[config.mk]
export PLATFORM = sky130hd
export DESIGN_NAME = pss_ctrl
export DESIGN_NICKNAME = d
export VERILOG_FILES = /design/src/sv/pss_pkg.sv /design/src/sv/pss_ctrl.sv
export SDC_FILE = /design/constraint.sdc
export NUM_CORES = 1
export LEC_CHECK = 0
export ABC_AREA = 1
export CORE_AREA = 4 4 41 43
export DETAILED_ROUTE_END_ITERATION = 8
export DIE_AREA = 0 0 45 47
export DONT_BUFFER_PORTS = 1
export SYNTH_ARGS = -nofsm -noshare
export SYNTH_HDL_FRONTEND = slang
export SYNTH_SLANG_ARGS = --single-unit
[constraint.sdc]
create_clock -name clk -period 1.3 [get_ports clk]
set_clock_uncertainty 0.1 [all_clocks]
set_input_delay 0.26 -clock clk [delete_from_list [all_inputs] [get_ports clk]]
set_output_delay 0.26 -clock clk [all_outputs]
set_load 0.005 [all_outputs]
[src/sv/pss_pkg.sv]
package pss_pkg;

  localparam int ID_BITS     = 12;
  localparam int ID_SPACE    = 1 << ID_BITS;
  localparam int VALUE_BITS  = 32;
  localparam int SLOT_BITS   = 12;
  localparam int LIVE_BITS   = 13;
  localparam int IN_TDATA_W  = 48;
  localparam int OUT_TDATA_W = 64;
  localparam int IN_PAD_W    = IN_TDATA_W - ID_BITS - VALUE_BITS;
  localparam int OUT_PAD_W   = OUT_TDATA_W - VALUE_BITS - SLOT_BITS - LIVE_BITS;

  typedef enum logic [1:0] {
    ACT_INSERT = 2'd0,
    ACT_REMOVE = 2'd1,
    ACT_READ   = 2'd2,
    ACT_WRITE  = 2'd3
  } act_t;

  typedef enum logic [1:0] {
    ST_OK      = 2'd0,
    ST_ABSENT  = 2'd1,
    ST_PRESENT = 2'd2,
    ST_FULL    = 2'd3
  } stat_t;

  typedef enum logic [3:0] {
    DP_IDLE,
    DP_CLEAR,
    DP_CAPTURE,
    DP_LOOKUP,
    DP_INSERT,
    DP_DUP,
    DP_FULL,
    DP_ABSENT,
    DP_MOVE,
    DP_UNLINK,
    DP_WRITE,
    DP_RDISSUE,
    DP_RDTAKE,
    DP_RESP
  } dp_op_t;

  typedef struct packed {
    dp_op_t op;
  } cmd_t;

  typedef struct packed {
    act_t action;
    logic present;
    logic full;
    logic out_busy;
    logic clr_last;
  } dp_status_t;

endpackage

[src/sv/pss_ctrl.sv]
module pss_ctrl
  import pss_pkg::*;
(
  input  logic       clk,
  input  logic       rst_n,
  input  logic       in_tvalid,
  output logic       in_tready,
  input  dp_status_t stat,
  output cmd_t       cmd
);

  typedef enum logic [2:0] {
    S_INIT,
    S_IDLE,
    S_LOOKUP,
    S_DECIDE,
    S_UNLINK,
    S_RDATA,
    S_RESP
  } state_t;

  state_t state_r, state_nxt;

  assign in_tready = (state_r == S_IDLE);

  always_comb begin
    state_nxt = state_r;
    cmd.op    = DP_IDLE;
    unique case (state_r)
      S_INIT: begin
        cmd.op = DP_CLEAR;
        if (stat.clr_last) begin
          state_nxt = S_IDLE;
        end
      end
      S_IDLE: begin
        if (in_tvalid) begin
          cmd.op    = DP_CAPTURE;
          state_nxt = S_LOOKUP;
        end
      end
      S_LOOKUP: begin
        cmd.op    = DP_LOOKUP;
        state_nxt = S_DECIDE;
      end
      S_DECIDE: begin
        state_nxt = S_RESP;
        priority if (stat.action == ACT_INSERT) begin
          priority if (stat.present) begin
            cmd.op = DP_DUP;
          end else if (stat.full) begin
            cmd.op = DP_FULL;
          end else begin
            cmd.op = DP_INSERT;
          end
        end else if (!stat.present) begin
          cmd.op = DP_ABSENT;
        end else begin
          unique case (stat.action)
            ACT_REMOVE: begin
              cmd.op    = DP_MOVE;
              state_nxt = S_UNLINK;
            end
            ACT_READ: begin
              cmd.op    = DP_RDISSUE;
              state_nxt = S_RDATA;
            end
            default: begin
              cmd.op = DP_WRITE;
            end
          endcase
        end
      end
      S_UNLINK: begin
        cmd.op    = DP_UNLINK;
        state_nxt = S_RESP;
      end
      S_RDATA: begin
        cmd.op    = DP_RDTAKE;
        state_nxt = S_RESP;
      end
      S_RESP: begin
        if (!stat.out_busy) begin
          cmd.op    = DP_RESP;
          state_nxt = S_IDLE;
        end
      end
      default: begin
        state_nxt = S_INIT;
      end
    endcase
  end

  always_ff @(posedge clk) begin
    if (!rst_n) begin
      state_r <= S_INIT;
    end else begin
      state_r <= state_nxt;
    end
  end

endmodule

==> impl_metrics.py, run 1 <==
metrics = {
    "outcome": {
        "status": "complete, but fails checks",
        "violations": "negative setup slack",
    },
    "timing": {
        "setup_tns_ps": -494,
        "finalHoldViolCount": 0,
        "fin_crit_ps": 1420,
        "setup_viol": 6,
        "maxSlewHeadroom_pct": 84.8,
        "finalCritPeriodShare_pct": 109,
        "max_freq_ghz": 0.705,
        "final_max_slew_viol_count": 0,
        "whs_ps": 62.5,
        "worst_slew_pin_slew_ps": 227,
        "finalWorstSetupSlack_ps": -118,
        "rsz0062_at_grt": "yes",
    },
    "layout": {
        "num_antenna_cells": 0,
        "drive_gt1_share_pct": 50.0,
        "largest_reg_flops": 3,
        "regArea_sq_um": 71.3,
        "top_register": "state_r",
        "top_regs": "state_r (3)",
        "nFillCells": 146,
        "area.growth.synth_to_final_pct": 56.5,
        "multi_input_area_sq_um": 304,
        "fin_nets": 91,
        "utilization_pct": 45.3,
    },
    "setup_path": {
        "worstPathArrival_ps": 1060,
        "crit_path_max_fanout": 7,
        "max_stage_delay_ps": 380,
        "worst_setup_path_start_kind": "flop",
        "crit_family": "flip-flops",
        "crit_buf_inv": 2,
        "worst_setup_path_end_kind": "output port",
        "slowest_stage": "dfxtp_4",
        "crit_type": "reg -> out",
        "cp_cell_sequence": "nor2_4 -> inv_2 -> o21ai_2 -> inv_1 -> nand3b_1",
        "crit_required_ps": 940,
    },
    "die": {
        "dieHeight_microns": 47,
        "io_pins": 14,
        "rows": 13,
        "fp.dieW_microns": 45,
        "fp.coreArea_sq_um": 1300,
        "start_util_pct": 28.9,
        "dieArea_sq_um": 2120,
    },
    "clock_network": {
        "cts_tree": "built",
        "cts_root_buf": "clkbuf_4",
        "clock-sinks": 3,
        "cts_hold_buffers": 0,
        "cts_buffers": 3,
        "insertion_delay_ps": 230,
        "htreeDepth": 1,
        "clk_pin_slew_ps": 40,
        "cts_buffer_depth": 2,
    },
    "power_and_ir_drop": {
        "p_total_mw": 0.745,
        "switching_share_pct": 41.7,
        "internal_power_mw": 0.435,
        "p_switching_mw": 0.310,
        "clockPowerShare_pct": 22.7,
        "power_frac_seq_pct": 25.7,
        "p_comb_share_pct": 51.6,
        "p_leak_nw": 0.276,
        "vdd_drop_max_v": 0.000507,
        "p_per_area_nw_per_um2": 1260,
    },
    "detailed_routing": {
        "wire_per_inst_microns": 11.6,
        "highest_layer": "met3",
        "route.vias.total": 430,
        "detail_route.first_pass.iterations": 3,
        "antenna_left": 0,
        "wl_met3_microns": 74,
        "drcViolationCount": 0,
        "vias_per_cell": 4.62,
        "drt_iter0_drc": 4,
        "wl_met2_microns": 568,
        "wl_microns": 1080,
        "routedLengthMet1_microns": 438,
    },
    "global_route": {
        "grtUsageTotal_pct": 10.5,
        "grt.overflow.total": 0,
        "grt_pass1_vias": 388,
        "antenna_found_initial": 0,
        "grt_pass1_wl_microns": 1610,
        "grt_max_degree": 9,
    },
    "synthesis": {
        "syn_avg_cell_area_sq_um": 6.17,
        "seq_area_frac_synth_pct": 15.9,
        "syn_nets": 73,
        "ys_types": 19,
        "syn_area_sq_um": 377,
        "synth_cells": 61,
        "yosysWarnings": 0,
        "synth-seq-cells": 3,
    },
    "placed_design": {
        "gp_congestion": 0.735,
        "hpwl_microns": 727,
        "dp_slack_ps": -55.8,
        "io_buffer_count": 0,
    },
    "worst_hold_path": {
        "hp-class": "in -> reg",
    },
    "job": {
        "max_cap_violations": 0,
    },
}
## final timing paths
path / start / endpoint / slack [ps] / cells after the start
worst max register to register: state_r[0] / state_r[2] / -90 / 8
worst min-delay path: rst_n / state_r[0] / 60 / 2
worst max-delay path: state_r[0] / cmd[3] / -120 / 5
worst min register to register: state_r[2] / state_r[1] / 590 / 4
## cells by family (layout without fill, tap and decap cells)
kind of cell             count (synthesis)  count (layout)  synth area share, %
AO/OA/AOI/OAI                            9               9                 14.3
adder cells (fa/ha/maj)                  3               3                 9.97
flip-flops                               3               3                 15.9
AND/OR/NAND/NOR                         30              30                 41.9
buffers and inverters                   16              33                 17.9
## through the flow
step | std cells | instance area, sq um
final | 93 | 589
after global routing | 93 | 589
after CTS | 88 | 529
after detailed placement | 81 | 432
after global placement | 81 | 432
after floorplan | 61 | 379
## metal layers
layer  global-route usage (%)  up-vias
met3                     4.60        0
met4                     1.75        0
met5                        0        -
met1                     11.8      194
li1                         -      228
met2                     18.6        8
## cells in the mapped netlist
master,count,area [sq um]
nor2_2,3,18.8
ha_1,3,37.5
inv_2,3,11.3
nand2_1,10,37.5
buf_6,1,11.3
a31oi_1,1,6.26
o211ai_1,2,15.0
nand3_1,5,25.0
nor2_1,5,18.8
nand3b_1,1,7.51
o21ai_0,3,15.0
nand4_1,2,12.5
inv_1,12,45.0
dfxtp_1,3,60.1
nor2_4,1,11.3
a21oi_1,2,10.0
nand3_2,2,20.0
or2_1,1,6.26
a21boi_0,1,7.51
## cell type report
class,count,area share (%)
timing repair buffer,14,17.8
tap,15,3.18
multi-input combinational,42,51.6
clock buffer,4,4.46
sequential,3,12.1
inverter,15,10.8
## layout by cell type (no fill, tap or decap)
master    Yosys  final
a31oi_4       0      1
o21ai_1       0      1
or2_1         1      1
nand3_1       5      3
clkbuf_1      0      1
inv_8         0      1
dfxtp_4       0      3
clkbuf_4      0      3
a21oi_2       0      1
nand4_1       2      2
nand3b_1      1      1
inv_2         3      5
nor2_1        5      3
nor2_2        3      3
nor2_4        1      3
inv_1        12      9
buf_4         0     14
ha_1          3      3
o21ai_0       3      1
o21ai_2       0      1
nand3_2       2      3
nand2_1      10     10
o211ai_1      2      2
a21oi_1       2      1
a21boi_0      1      1
nand3_4       0      1
## power groups by stage
| stage | sequential, mW | combinational (mW) | clock (mW) |
|---|---|---|---|
| 5_1_grt | 0.195 | 0.423 | 0.181 |
| 3_3_place_gp | 0.161 | 0.254 | 0 |
| 3_5_place_dp | 0.162 | 0.255 | 0 |
| 6_report | 0.192 | 0.384 | 0.169 |
| 4_1_cts | 0.189 | 0.298 | 0.172 |
| 2_1_floorplan | 0.138 | 0.221 | 0 |
## timing repair
| action | CTS | global route |
|---|---|---|
| cloned | 0 | 0 |
| resized for setup | 17 | 7 |
| setup buffers | 3 | 5 |
| pin swaps | 2 | 3 |
| hold endpoints to repair | 0 | 0 |
| setup endpoints to repair | 5 | 7 |
No activity file was read; power rests on OpenSTA's default activity.
==> run 2, diff against run 1 <==
Settings changed: HOLD_SLACK_MARGIN set to 0.08.
==> run 2 against run 1 <==
Effect of this change: the run still ends with negative setup slack left; worst setup slack about the same; largest power group unchanged; wire length increased by 0.56%; sequential power hardly changed.
==> impl_metrics.py, run 2 (synthesis results as in run 1) <==
metrics = {
    "timing": {
        "maxSlewHeadroom_pct": 84.8,
        "whs_ps": 219,
        "fin_crit_ps": 1420,
        "finalWorstSetupSlack_ps": -118,
        "final_max_slew_viol_count": 0,
        "finalCritPeriodShare_pct": 109,
        "rsz0062_at_grt": "yes",
        "setup_viol": 6,
        "max_freq_ghz": 0.705,
        "finalHoldViolCount": 0,
        "worst_slew_pin_slew_ps": 227,
    },
    "global_route": {
        "grt_pass1_vias": 390,
        "antenna_found_initial": 0,
        "grt.overflow.total": 0,
        "grt_pass1_wl_microns": 1620,
        "grt_max_degree": 9,
        "grtUsageTotal_pct": 10.6,
    },
    "clock_network": {
        "cts_buffer_depth": 2,
        "cts_root_buf": "clkbuf_4",
        "clock-sinks": 3,
        "cts_buffers": 3,
        "cts_tree": "built",
        "clk_pin_slew_ps": 40,
        "htreeDepth": 1,
        "insertion_delay_ps": 230,
    },
    "setup_path": {
        "crit_type": "reg -> out",
        "crit_buf_inv": 2,
        "crit_path_max_fanout": 7,
        "worst_setup_path_end_kind": "output port",
        "worstPathArrival_ps": 1060,
        "rrSetupSlack_ps": -90,
        "crit_family": "flip-flops",
        "r2r_start": "state_r[0]",
        "cp_cell_sequence": "nor2_4 -> inv_2 -> o21ai_2 -> inv_1 -> nand3b_1",
        "worst_setup_path_start_kind": "flop",
        "max_stage_delay_ps": 380,
        "timing.rr.end": "state_r[2]",
        "crit_required_ps": 940,
        "r2r_cells": 8,
        "slowest_stage": "dfxtp_4",
    },
    "die": {
        "fp.coreArea_sq_um": 1300,
        "rows": 13,
        "dieArea_sq_um": 2120,
        "fp.dieW_microns": 45,
        "io_pins": 14,
        "dieHeight_microns": 47,
        "start_util_pct": 28.9,
    },
    "detailed_routing": {
        "vias_per_cell": 4.65,
        "drcViolationCount": 0,
        "detail_route.first_pass.iterations": 3,
        "wl_microns": 1090,
        "antenna_left": 0,
        "route.vias.total": 437,
        "wire_per_inst_microns": 11.6,
        "drt_iter0_drc": 4,
    },
    "placed_design": {
        "hpwl_microns": 727,
        "io_buffer_count": 0,
        "gp_congestion": 0.735,
    },
    "worst_hold_path": {
        "hp-class": "in -> reg",
        "min-delay-start": "stat[0]",
        "whs_path_depth": 3,
        "worstHoldEndpoint": "state_r[0]",
    },
    "power_and_ir_drop": {
        "vdd_drop_max_v": 0.000515,
        "p_leak_nw": 0.280,
        "p_per_area_nw_per_um2": 1250,
    },
    "layout": {
        "fin_nets": 92,
        "final_cell_mix": "buf_4 (14), nand2_1 (10), inv_1 (9)",
        "multi_input_area_sq_um": 304,
        "nFillCells": 144,
        "largest_reg_flops": 3,
        "layout_commonest_cell": "buf_4",
        "drive_gt1_share_pct": 49.4,
        "regArea_sq_um": 71.3,
        "area.growth.synth_to_final_pct": 59.1,
        "top_regs": "state_r (3)",
        "utilization_pct": 46.1,
        "num_antenna_cells": 0,
        "top_register": "state_r",
    },
    "outcome": {
        "violations": "negative setup slack",
        "status": "complete, but fails checks",
    },
    "job": {
        "max_cap_violations": 0,
    },
}
==> run 2: worst reg2reg max path, delay by kind of cell (launching register included) <==
| kind | cells | cell delay, ps |
|---|---|---|
| AOI/OAI and AO/OA | 2 | 210 |
| buffers and inverters | 5 | 500 |
| DFF | 1 | 380 |
| and+or+nand+nor | 1 | 140 |
==> run 2: per-stage QoR <==
stage	power [mW]	setup slack, ps	cell area [sq um]	std cells	TNS, ps
2_1_floorplan	0.358	10.8	379	61	0
3_3_place_gp	0.415	-31.2	432	81	-54.7
3_5_place_dp	0.416	-55.8	432	81	-119
4_1_cts	0.661	-97.6	539	89	-421
5_1_grt	0.802	-185	599	94	-841
6_report	0.748	-118	599	94	-492
==> run 2: report_power, final <==
part | internal, mW | switching (mW) | leakage (nW)
clock | 0.115 | 0.0536 | 0.0150
combinational | 0.196 | 0.192 | 0.238
sequential | 0.126 | 0.0662 | 0.0267
==> run 2: how the worst max path moves through the flow <==
stage,from,to,slack [ps],cells after the start
2_1_floorplan,stat[4],cmd[0],10,6
3_3_place_gp,stat[4],cmd[0],-30,6
3_5_place_dp,stat[4],cmd[0],-60,6
4_1_cts,state_r[1],cmd[3],-100,5
5_1_grt,state_r[0],cmd[3],-190,5
6_report,state_r[0],cmd[3],-120,5
==> run 2: routing by layer <==
metal,GRT usage [%],vias to the layer above,part of all wire [%]
met5,0,-,0
met4,1.75,0,0
met3,4.60,0,6.8
met2,18.6,8,52
met1,12.0,199,41
li1,-,230,-
==> run 2: layout make-up <==
class,instances,area share (%)
inverters,15,10.6
repair buffers,15,19.2
well taps,15,3.13
clock buffers,4,4.38
flip-flops and latches,3,11.9
multi-input cells,42,50.7
==> run 2: timing repair <==
item | CTS | global route
endpoints found under the setup margin | 5 | 7
hold buffers | 1 | 0
hold endpoints to repair | 3 | 0
resized for setup | 17 | 7
setup buffers | 3 | 5
pin swaps | 2 | 3
